## config.mk

```make
export PLATFORM = sky130hd
export DESIGN_NAME = backslash_escape_decoder
export DESIGN_NICKNAME = d
export VERILOG_FILES = /design/src/sv/bsd_pkg.sv /design/src/sv/bsd_decode.sv /design/src/sv/backslash_escape_decoder.sv
export SDC_FILE = /design/constraint.sdc
export NUM_CORES = 1
export LEC_CHECK = 0
export BUFFER_PORTS_ARGS = -buffer_cell sky130_fd_sc_hd__buf_4
export CORE_UTILIZATION = 60
export DETAILED_ROUTE_END_ITERATION = 6
export PLACE_DENSITY = 0.8
export SLEW_MARGIN = 20
export SYNTH_ARGS = -nofsm -noshare
export SYNTH_HDL_FRONTEND = slang
export SYNTH_SLANG_ARGS = --single-unit
```

## constraint.sdc

```tcl
create_clock -name clk -period 4.9 [get_ports clk]
set_clock_uncertainty 0.05 [all_clocks]
set_input_delay 1.225 -clock clk [delete_from_list [all_inputs] [get_ports clk]]
set_output_delay 1.225 -clock clk [all_outputs]
set_load 0.005 [all_outputs]
```

## src/sv/bsd_pkg.sv

```systemverilog
`default_nettype none
// ----------------------------------------------------------------------------
// bsd_pkg
// Shared types, mode codes and character constants of the backslash escape
// decoder.
// ----------------------------------------------------------------------------
package bsd_pkg;

    localparam logic [1:0] MODE_PLAIN  = 2'd0;
    localparam logic [1:0] MODE_ESC    = 2'd1;
    localparam logic [1:0] MODE_HEX_HI = 2'd2;
    localparam logic [1:0] MODE_HEX_LO = 2'd3;

    localparam logic [7:0] CH_BACKSLASH = 8'h5C;
    localparam logic [7:0] CH_X         = 8'h78;
    localparam logic [7:0] CH_N_UPPER   = 8'h4E;
    localparam logic [7:0] CH_QUOTE     = 8'h27;
    localparam logic [7:0] CH_DQUOTE    = 8'h22;
    localparam logic [7:0] CH_BACKTICK  = 8'h60;
    localparam logic [7:0] CH_SLASH     = 8'h2F;
    localparam logic [7:0] CH_EQUALS    = 8'h3D;
    localparam logic [7:0] CTRL_MAX     = 8'd31;
    localparam logic [7:0] HEX_INVALID  = 8'hFF;

    // One result transfer on the output channel.
    typedef struct packed {
        logic [7:0] out_byte;
        logic       is_error;
        logic       run_last;
        logic       stream_end;
    } bsd_result_t;

    // Everything the decoder derives from one input byte.
    typedef struct packed {
        logic [1:0]  count;
        bsd_result_t res0;
        bsd_result_t res1;
        logic [1:0]  mode_next;
        logic [3:0]  nibble_next;
    } bsd_decode_t;

    function automatic logic [7:0] hex_value(input logic [7:0] ch);
        logic [7:0] v;
        if (ch >= 8'h30 && ch <= 8'h39) begin
            v = ch - 8'h30;
        end else if (ch >= 8'h41 && ch <= 8'h46) begin
            v = ch - 8'h37;
        end else if (ch >= 8'h61 && ch <= 8'h66) begin
            v = ch - 8'h57;
        end else begin
            v = HEX_INVALID;
        end
        return v;
    endfunction

    function automatic logic [7:0] simple_escape(input logic [7:0] ch);
        logic [7:0] d;
        unique case (ch)
            8'h61:   d = 8'h07;
            8'h62:   d = 8'h08;
            8'h65:   d = 8'h1B;
            8'h66:   d = 8'h0C;
            8'h6E:   d = 8'h0A;
            8'h72:   d = 8'h0D;
            8'h74:   d = 8'h09;
            8'h76:   d = 8'h0B;
            8'h30:   d = 8'h00;
            default: d = ch;
        endcase
        return d;
    endfunction

    function automatic logic keeps_backslash(input logic [7:0] d);
        return !(d <= CTRL_MAX || d == CH_BACKSLASH || d == CH_QUOTE
                 || d == CH_DQUOTE || d == CH_BACKTICK || d == CH_SLASH
                 || d == CH_EQUALS);
    endfunction

endpackage
`default_nettype wire

```

## src/sv/bsd_decode.sv

```systemverilog
`default_nettype none
// ----------------------------------------------------------------------------
// bsd_decode
// Combinational decode of one registered input byte against the current
// escape mode: up to two results and the next mode and high nibble.
// ----------------------------------------------------------------------------
module bsd_decode
    import bsd_pkg::*;
(
    input  wire logic [7:0]  in_byte,
    input  wire logic        end_of_input,
    input  wire logic [1:0]  mode,
    input  wire logic [3:0]  nibble,
    output bsd_decode_t      dec
);

    always_comb
    begin
        logic [7:0] d;
        logic [7:0] hv;
        logic [1:0] n;
        logic [7:0] b0;
        logic [7:0] b1;
        logic       err0;
        logic       err1;
        logic [1:0] mode_n;
        logic [3:0] nib_n;

        d      = simple_escape(in_byte);
        hv     = hex_value(in_byte);
        n      = 2'd0;
        b0     = 8'd0;
        b1     = 8'd0;
        err0   = 1'b0;
        err1   = 1'b0;
        mode_n = mode;
        nib_n  = nibble;

        unique case (mode)
            MODE_PLAIN:
            begin
                if (in_byte == CH_BACKSLASH) begin
                    mode_n = MODE_ESC;
                end else begin
                    b0 = in_byte;
                    n  = 2'd1;
                end
            end
            MODE_ESC:
            begin
                if (in_byte == CH_X) begin
                    mode_n = MODE_HEX_HI;
                end else if (in_byte == CH_N_UPPER) begin
                    mode_n = MODE_PLAIN;
                end else begin
                    if (keeps_backslash(d)) begin
                        b0 = CH_BACKSLASH;
                        b1 = d;
                        n  = 2'd2;
                    end else begin
                        b0 = d;
                        n  = 2'd1;
                    end
                    mode_n = MODE_PLAIN;
                end
            end
            MODE_HEX_HI:
            begin
                nib_n  = hv[3:0];
                mode_n = MODE_HEX_LO;
            end
            default:
            begin
                b0     = {nibble, 4'd0} + hv;
                n      = 2'd1;
                mode_n = MODE_PLAIN;
            end
        endcase

        // A text that ends inside an escape adds one error result. Only
        // silent paths leave the mode outside plain, so it is always first.
        if (end_of_input) begin
            if (mode_n != MODE_PLAIN) begin
                b0   = 8'd0;
                err0 = 1'b1;
                n    = 2'd1;
            end
            mode_n = MODE_PLAIN;
            nib_n  = 4'd0;
        end

        dec.count            = n;
        dec.res0.out_byte    = b0;
        dec.res0.is_error    = err0;
        dec.res0.run_last    = (n == 2'd1);
        dec.res0.stream_end  = end_of_input;
        dec.res1.out_byte    = b1;
        dec.res1.is_error    = err1;
        dec.res1.run_last    = 1'b1;
        dec.res1.stream_end  = end_of_input;
        dec.mode_next        = mode_n;
        dec.nibble_next      = nib_n;
    end

endmodule
`default_nettype wire

```

## src/sv/backslash_escape_decoder.sv

```systemverilog
`default_nettype none
// ----------------------------------------------------------------------------
// backslash_escape_decoder
// Streaming C-style backslash escape decoder, one text byte per transfer.
// ----------------------------------------------------------------------------
// Usage:
//   The input channel (in_valid/in_ready, in_byte, end_of_input) takes one
//   raw text byte per transfer; end_of_input marks the last byte of a text.
//   The output channel (out_valid/out_ready, out_byte, is_error, run_last,
//   stream_end) gives zero, one or two results per input byte; run_last
//   flags the last result caused by a byte.
//   Path: an accepted byte is held in the input register, decoded from it
//   combinationally, and its first result goes to the output register.
//   Throughput: one input byte per cycle unless the output stalls. The
//   output register presents one result per cycle, so a byte that yields
//   two results (a kept backslash and its decoded byte) holds the second
//   in a side slot, and the input register stalls until that one moves on.
//   When the receiver stalls, the output register and the side slot keep
//   their contents, the input register fills, and in_ready drops; nothing is
//   lost. A new byte is taken while a result still waits on the output.
//   Reset (rst_n low, asynchronous) empties all stages and returns the
//   escape mode to plain pass-through with a zero high nibble.
// ----------------------------------------------------------------------------
module backslash_escape_decoder
    import bsd_pkg::*;
(
    input  wire logic       clk,
    input  wire logic       rst_n,
    input  wire logic       in_valid,
    output logic            in_ready,
    input  wire logic [7:0] in_byte,
    input  wire logic       end_of_input,
    output logic            out_valid,
    input  wire logic       out_ready,
    output logic [7:0]      out_byte,
    output logic            is_error,
    output logic            run_last,
    output logic            stream_end
);

    // Input register stage.
    logic        a_valid_reg, a_valid_next;
    logic [7:0]  a_byte_reg;
    logic        a_end_reg;

    // Escape state.
    logic [1:0]  mode_reg, mode_next;
    logic [3:0]  nibble_reg, nibble_next;

    // Output register and the side slot for a second result.
    logic        out_valid_reg, out_valid_next;
    bsd_result_t out_res_reg, out_res_next;
    logic        hold_valid_reg, hold_valid_next;
    bsd_result_t hold_res_reg, hold_res_next;

    bsd_decode_t dec;
    logic        out_free;
    logic        a_fire;
    logic        in_fire;

    bsd_decode u_decode (
        .in_byte      (a_byte_reg),
        .end_of_input (a_end_reg),
        .mode         (mode_reg),
        .nibble       (nibble_reg),
        .dec          (dec)
    );

    // The output register can take a new result when it is empty or its
    // current result is transferred in this cycle.
    assign out_free = !out_valid_reg || out_ready;
    // The side slot has priority over the input register.
    assign a_fire   = a_valid_reg && !hold_valid_reg && out_free;
    assign in_ready = !a_valid_reg || a_fire;
    assign in_fire  = in_valid && in_ready;

    always_comb
    begin
        a_valid_next    = a_valid_reg;
        out_valid_next  = out_valid_reg;
        out_res_next    = out_res_reg;
        hold_valid_next = hold_valid_reg;
        hold_res_next   = hold_res_reg;
        mode_next       = mode_reg;
        nibble_next     = nibble_reg;

        if (a_fire) begin
            a_valid_next = 1'b0;
        end
        if (in_fire) begin
            a_valid_next = 1'b1;
        end

        if (out_free) begin
            if (hold_valid_reg) begin
                out_valid_next  = 1'b1;
                out_res_next    = hold_res_reg;
                hold_valid_next = 1'b0;
            end else if (a_fire) begin
                out_valid_next  = (dec.count != 2'd0);
                out_res_next    = dec.res0;
                hold_valid_next = (dec.count == 2'd2);
                hold_res_next   = dec.res1;
            end else begin
                out_valid_next  = 1'b0;
            end
        end

        if (a_fire) begin
            mode_next   = dec.mode_next;
            nibble_next = dec.nibble_next;
        end
    end

    always_ff @(posedge clk or negedge rst_n)
    begin
        if (!rst_n) begin
            a_valid_reg    <= 1'b0;
            out_valid_reg  <= 1'b0;
            hold_valid_reg <= 1'b0;
            mode_reg       <= MODE_PLAIN;
            nibble_reg     <= 4'd0;
        end else begin
            a_valid_reg    <= a_valid_next;
            out_valid_reg  <= out_valid_next;
            hold_valid_reg <= hold_valid_next;
            mode_reg       <= mode_next;
            nibble_reg     <= nibble_next;
        end
    end

    // Payload registers carry no reset.
    always_ff @(posedge clk)
    begin
        if (in_fire) begin
            a_byte_reg <= in_byte;
            a_end_reg  <= end_of_input;
        end
        out_res_reg  <= out_res_next;
        hold_res_reg <= hold_res_next;
    end

    assign out_valid  = out_valid_reg;
    assign out_byte   = out_res_reg.out_byte;
    assign is_error   = out_res_reg.is_error;
    assign run_last   = out_res_reg.run_last;
    assign stream_end = out_res_reg.stream_end;

    // The side slot is only filled together with the output register.
    a_hold_implies_out: assert property (
        @(posedge clk) disable iff (!rst_n)
        hold_valid_reg |-> out_valid_reg
    ) else $error("side slot holds a result while the output is empty");

    // The input register never advances while a second result waits.
    a_no_fire_on_hold: assert property (
        @(posedge clk) disable iff (!rst_n)
        hold_valid_reg |-> !a_fire
    ) else $error("input advanced past a pending second result");

    // Once the first of two results is taken, the second follows at once.
    a_hold_drains: assert property (
        @(posedge clk) disable iff (!rst_n)
        (hold_valid_reg && out_ready) |=> (out_valid_reg && !hold_valid_reg)
    ) else $error("pending second result was not presented");

    // An error result is always the last one of its byte and ends the text.
    a_error_shape: assert property (
        @(posedge clk) disable iff (!rst_n)
        (out_valid_reg && out_res_reg.is_error)
            |-> (out_res_reg.run_last && out_res_reg.stream_end
                 && out_res_reg.out_byte == 8'd0)
    ) else $error("malformed error result");

endmodule
`default_nettype wire

```

Word level (Yosys, flattened, before mapping)
Cells that the tools add are included.
{"block": "totals", "register_bits": 38, "out_inout_bits": 13, "wordCells": 109}
{"block": "op_classes", "n_addsub": 4, "magnitude_cmp": 7, "n_eq_ne": 22, "muxes": 34, "bitwise": 2, "n_reduce_logical": 27}
{"operator": "$eq A8 B7 Y1 const B", "n": 13}
{"operator": "$mux W8", "n": 9}
{"operator": "$pmux W8 S9", "n": 1}
{"operator": "$eq A8 B6 Y1 const B", "n": 5}
{"operator": "$pmux W8 S3", "n": 1}
{"operator": "$mux W11", "n": 2}
{"operator": "$ge A8 B7 Y1 const B", "n": 2}
{"operator": "$le A8 B7 Y1 const B", "n": 2}
{"operator": "$mux W2", "n": 8}
{"operator": "$sub A8 B6 Y8 const B", "n": 2}
{"operator": "$pmux W2 S3", "n": 2}
{"operator": "$reduce_bool A2 Y1", "n": 5}
{"operator": "$mux W1", "n": 9}
{"operator": "$add A8 B8 Y8", "n": 1}
{"operator": "$ge A8 B6 Y1 const B", "n": 1}
{"operator": "$le A8 B5 Y1 const B", "n": 1}
{"operator": "$le A8 B6 Y1 const B", "n": 1}
{"operator": "$logic_or A1 B1 Y1", "n": 8}
{"operator": "$mux W4", "n": 2}
{"operator": "$sub A8 B7 Y8 const B", "n": 1}
{"operator": "$logic_and A1 B1 Y1", "n": 6}
{"operator": "$eq A2 B1 Y1 const B", "n": 2}
{"operator": "$eq A2 B2 Y1 const B", "n": 2}
{"operator": "$reduce_and A2 Y1", "n": 2}
{"operator": "other kinds (5)", "n": 8}

Longest topological paths before layout
{"block": "logic_depth", "ltp_word": 18, "mapped_depth": 16}

By module
From an unflattened synthesis, not the netlist that was laid out.
{"block": "hier_totals", "cells_unflattened": 275, "hier_area_um2": 2810.2}
{"mod": "backslash_escape_decoder", "n_inst": 1, "cells_each": 72, "area_each_um2": 1451.4, "seq_area_each_um2": 1156.1}
{"mod": "bsd_decode", "n_inst": 1, "cells_each": 203, "area_each_um2": 1358.8, "seq_area_each_um2": 0.0}

Worst setup path before layout
No wires, ideal clock.
{"block": "synth_path", "kind": "register to register", "start": "register a_byte_reg[1]", "end": "register out_res_reg, in the netlist out_byte[7], data pin", "setup_time_ns": 0.259, "arrival_ns": 3.128, "required_ns": 4.591, "slack_ns": 1.463, "stages_incl_launch_ff": 17, "n_path_buf": 2, "period_less_slack_ns": 3.437, "cell_sequence": "edfxtp_1 clkbuf_1 inv_1 ha_1 buf_2 or3b_2 nand2_1 nor2_1 or3_1 o21ai_1 nor2_1 ha_1 a21o_1 a21oi_1 xnor2_1 xnor2_1 o21ai_1"}
{"block": "synth_via", "elab_chain_cells": 17, "elab_cells_between_ends": 55, "cone_classes": "add/sub: 4; order compare: 7; eq/ne: 18; mux: 16; reduce/logical: 10"}
{"element": "start: declaration", "line": "backslash_escape_decoder.sv:43", "text": "logic [7:0] a_byte_reg;"}
{"element": "start signal: assignment", "line": "backslash_escape_decoder.sv:136", "text": "a_byte_reg <= in_byte;"}
{"element": "$eq A8 B6 Y1 or $eq A8 B7 Y1 (tied branches)", "line": "bsd_pkg.sv:58", "text": "unique case (ch)"}
{"element": "$pmux W8 S9", "line": "bsd_pkg.sv:58"}
{"element": "$le A8 B5 Y1 or $eq A8 B7 Y1 (tied branches)", "line": "bsd_pkg.sv:74", "text": "return !(d <= CTRL_MAX || d == CH_BACKSLASH || d == CH_QUOTE"}
{"element": "$logic_or A1 B1 Y1 (2 in series)", "line": "bsd_pkg.sv:74"}
{"element": "$logic_or A1 B1 Y1 (3 in series)", "line": "bsd_pkg.sv:75", "text": "|| d == CH_DQUOTE || d == CH_BACKTICK || d == CH_SLASH"}
{"element": "$logic_or A1 B1 Y1", "line": "bsd_pkg.sv:76", "text": "|| d == CH_EQUALS);"}
{"element": "$mux W8", "line": "bsd_decode.sv:56", "text": "if (keeps_backslash(d)) begin"}
{"element": "$mux W8", "line": "bsd_decode.sv:53", "text": "end else if (in_byte == CH_N_UPPER) begin"}
{"element": "$mux W8", "line": "bsd_decode.sv:51", "text": "if (in_byte == CH_X) begin"}
{"element": "$pmux W8 S3", "line": "bsd_decode.sv:39", "text": "unique case (mode)"}
{"element": "$mux W8", "line": "bsd_decode.sv:83", "text": "if (mode_n != MODE_PLAIN) begin"}
{"element": "$mux W8 (*)", "line": "bsd_decode.sv:82", "text": "if (end_of_input) begin"}
{"element": "$mux W11 (*)", "line": "backslash_escape_decoder.sv:99", "text": "end else if (a_fire) begin"}
{"element": "$mux W11 (*)", "line": "backslash_escape_decoder.sv:95", "text": "if (hold_valid_reg) begin"}
{"element": "end signal: assignment", "line": "backslash_escape_decoder.sv:139", "text": "out_res_reg <= out_res_next;"}
{"element": "end: declaration", "line": "backslash_escape_decoder.sv:52", "text": "bsd_result_t out_res_reg, out_res_next;"}
Mark *: on every way between the ends. The rest lies on a longest branch, timed or not. The select of a mux whose other input is x is not followed.
A chain may end at the register's enable or synchronous reset.

Worst setup path in the final report
{"block": "layout_path", "start": "register a_byte_reg[1]", "end": "register out_res_reg, in the netlist out_byte[5], data pin"}
Same word-level chain as after synthesis.

==> results_dict.tcl <==
set metrics [dict create \
    clock_sinks 38 \
    drt_iter0_markers 394 \
    first_pass_iters 5 \
    start_util_pct 63.32 \
    dp.cells 364 \
    cts_setup_buffers 0 \
    synth_cell_types 65 \
    worstMarginPinSlew_ns 1.042 \
    avgSynthCellArea_um2 9.075 \
    antenna-diode-count 0 \
    ff_latch_area_um2 1096 \
    peakVddDrop_v 0.0002674 \
    critPathKind "reg -> reg" \
    coreArea_um2 4414 \
    viasPerCell 6.825 \
    holdCritPathClass "reg -> reg" \
    io_buffers 25 \
    dp_hpwl_mm 5.017 \
    power.total_mw 1.522 \
    grt_max_degree 25 \
    cts-resized-gates 0 \
    hold_start "nibble_reg[2]" \
    reg2reg_to "out_byte[5]" \
    synth_nets 334 \
    nFillCells 338 \
    netlist_area_um2 2795 \
    async_flop_share_pct 23.68 \
    clock_latency_ns 0.30 \
    fin_crit_sh_pct 78.29 \
    reg2reg_from "a_byte_reg[1]" \
    wl_mm 7.112 \
    worstPathArrival_ns 3.83 \
    nNetsFinal 345 \
    synth.area.top_cells "edfxtp_1 31%, dfrtp_1 8.1%, ha_1 5.4%" \
    power.static_leakage_nw 1.225 \
    synth-seq-cells 38 \
    end_kind "flop" \
    required_ns 4.90 \
    power_density_nw_per_um2 495.6 \
    hold_viol 0 \
    utilization_pct 69.56 \
    min_period_ns 3.836 \
    hold_buffers 0 \
    whs_ns 0.4997 \
    post_drt_wl_per_cell_um 19.12 \
    drv_slew 0 \
    htree_num_levels 2 \
    r2r_slack_ns 1.06 \
    critPathMaxStageDelay_ns 0.65 \
    syn2layout_area_growth_pct 9.848 \
    grt_pass1_wl_mm 11.63 \
    max-cap-violations 0 \
    slowest_stage "edfxtp_1" \
    dieWidth_um 70.26 \
    status "complete, no violations" \
    yosysTopAreaCellShare_pct 31.15 \
    cts_buffers 5 \
    grt-ovfl-total 0 \
    critical_path.cell_chain "inv_1, ha_1, or3b_2, nand3_1, o22ai_1, nand2_1, nand2_1, a22oi_1, ha_1, inv_1, fa_1, o21ai_0, a21oi_1, a2bb2oi_1" \
    yosysTopAreaCell "edfxtp_1" \
    netlist_top_cells_count "29 x edfxtp_1, 29 x nand2_1, 23 x nor2_1" \
    grtUsageTotal_pct 30.39 \
    dieArea_um2 4936 \
    crit_buf_inv 2 \
    fmax_ghz 0.2607 \
    synth-edff-count 29 \
    holdPathEnd "nibble_reg[2]" \
    synth_ff_type "edfxtp_1" \
    ys_warn_count 0 \
    synthesis.instances 308 \
    clk_path_buf_depth 2 \
    final_cell_count_no_fill 372 \
    drcViolationCount 0 \
    cts_tree "built" \
    grt_antenna_before_repair 0 \
    slew_headroom_pct 30.52 \
    first_global_vias 2380 \
    reg2reg_depth 14 \
    cts-root-buf "clkbuf_8" \
    critPathTopFamily "adder cells" \
    tns_ns 0 \
    min_path_cells 2 \
    num_io_pins 26 \
    cp-start-kind "flop" \
    antenna_left 0 \
    path_clk_slew_ns 0.07 \
    drive_gt1_share_pct 12.81 \
    die_h_um 70.26 \
    seq_area_frac_synth_pct 39.21 \
    grt_setup_unrepaired "false" \
    vias 2539 \
    largest_reg_flops 9 \
    gp_congestion 0.9299 \
    rows 24 \
    multi_input_area_um2 1536 \
    cp_max_fo 12 \
    setup_viol 0 \
]
[through the flow]
step	cell area [µm²]	worst slack (ns)
after global placement	2938	1.250
final	3070	1.064
after detailed placement	2938	1.184
after floorplan	2795	1.463
after CTS	3070	1.162
after global routing	3070	0.8284
[layout by cell type, fill, tap and decap left out, types with 5 or more instances in the layout]
cell	n
dfrtp_1	9
nor2b_1	7
nor2_1	23
ha_1	12
a22oi_1	9
clkbuf_8	5
a21oi_1	22
nand2_1	29
a211oi_1	6
edfxtp_1	29
a21o_1	6
o21ai_0	21
and3_1	7
nand2b_1	6
nand3_1	10
buf_4	25
inv_1	14
and2_1	5
[final cells by class]
class                      count  share of cell area (%)
multi-input combinational    235                   50.04
inverter                      14                   1.711
sequential                    38                   35.70
clock buffer                   5                   2.241
tap                           52                   2.119
clock inverter                 3                   2.078
timing repair buffer          25                   6.112
[how the worst max path moves through the flow]
stage | from | end | slack (ns) | cells past startpoint
after detailed placement | a_byte_reg[1] | out_byte[6] | 1.18 | 14
after global routing | a_byte_reg[1] | out_byte[5] | 0.83 | 14
after floorplan | a_byte_reg[1] | out_byte[7] | 1.46 | 16
after global placement | a_byte_reg[1] | out_byte[5] | 1.25 | 14
after CTS | a_byte_reg[1] | out_byte[6] | 1.16 | 14
final | a_byte_reg[1] | out_byte[5] | 1.06 | 14
[kinds of logic after synthesis]
family          share of synthesized area (%)
mux                                    0.7162
buf+inv                                 5.819
simple gates                            20.81
compound gates                          26.10
flops                                   39.21
xor+xnor                                1.253
fa+ha+maj                               6.088
[metal layers]
layer	routed length, µm	up-vias	track usage, %
li1	-	1180	-
met1	2913	1152	41.13
met4	193	0	11.78
met3	727	23	6.205
met5	0	-	0
met2	3279	184	47.83
[worst register-to-register path, cell delays in order, from the launching register on]
cell and delay, ns:
edfxtp_1 0.65, inv_1 0.23, ha_1 0.36, or3b_2 0.50
nand3_1 0.17, o22ai_1 0.19, nand2_1 0.16, nand2_1 0.06
a22oi_1 0.20, ha_1 0.20, inv_1 0.06, fa_1 0.46
o21ai_0 0.07, a21oi_1 0.13, a2bb2oi_1 0.08
[report_power, final]
group          internal, mW  switching, mW  total, mW
Combinational         0.270          0.332      0.602
Sequential            0.493          0.112      0.605
Clock                 0.201          0.113      0.315
Power figures use the tool's default switching activity.
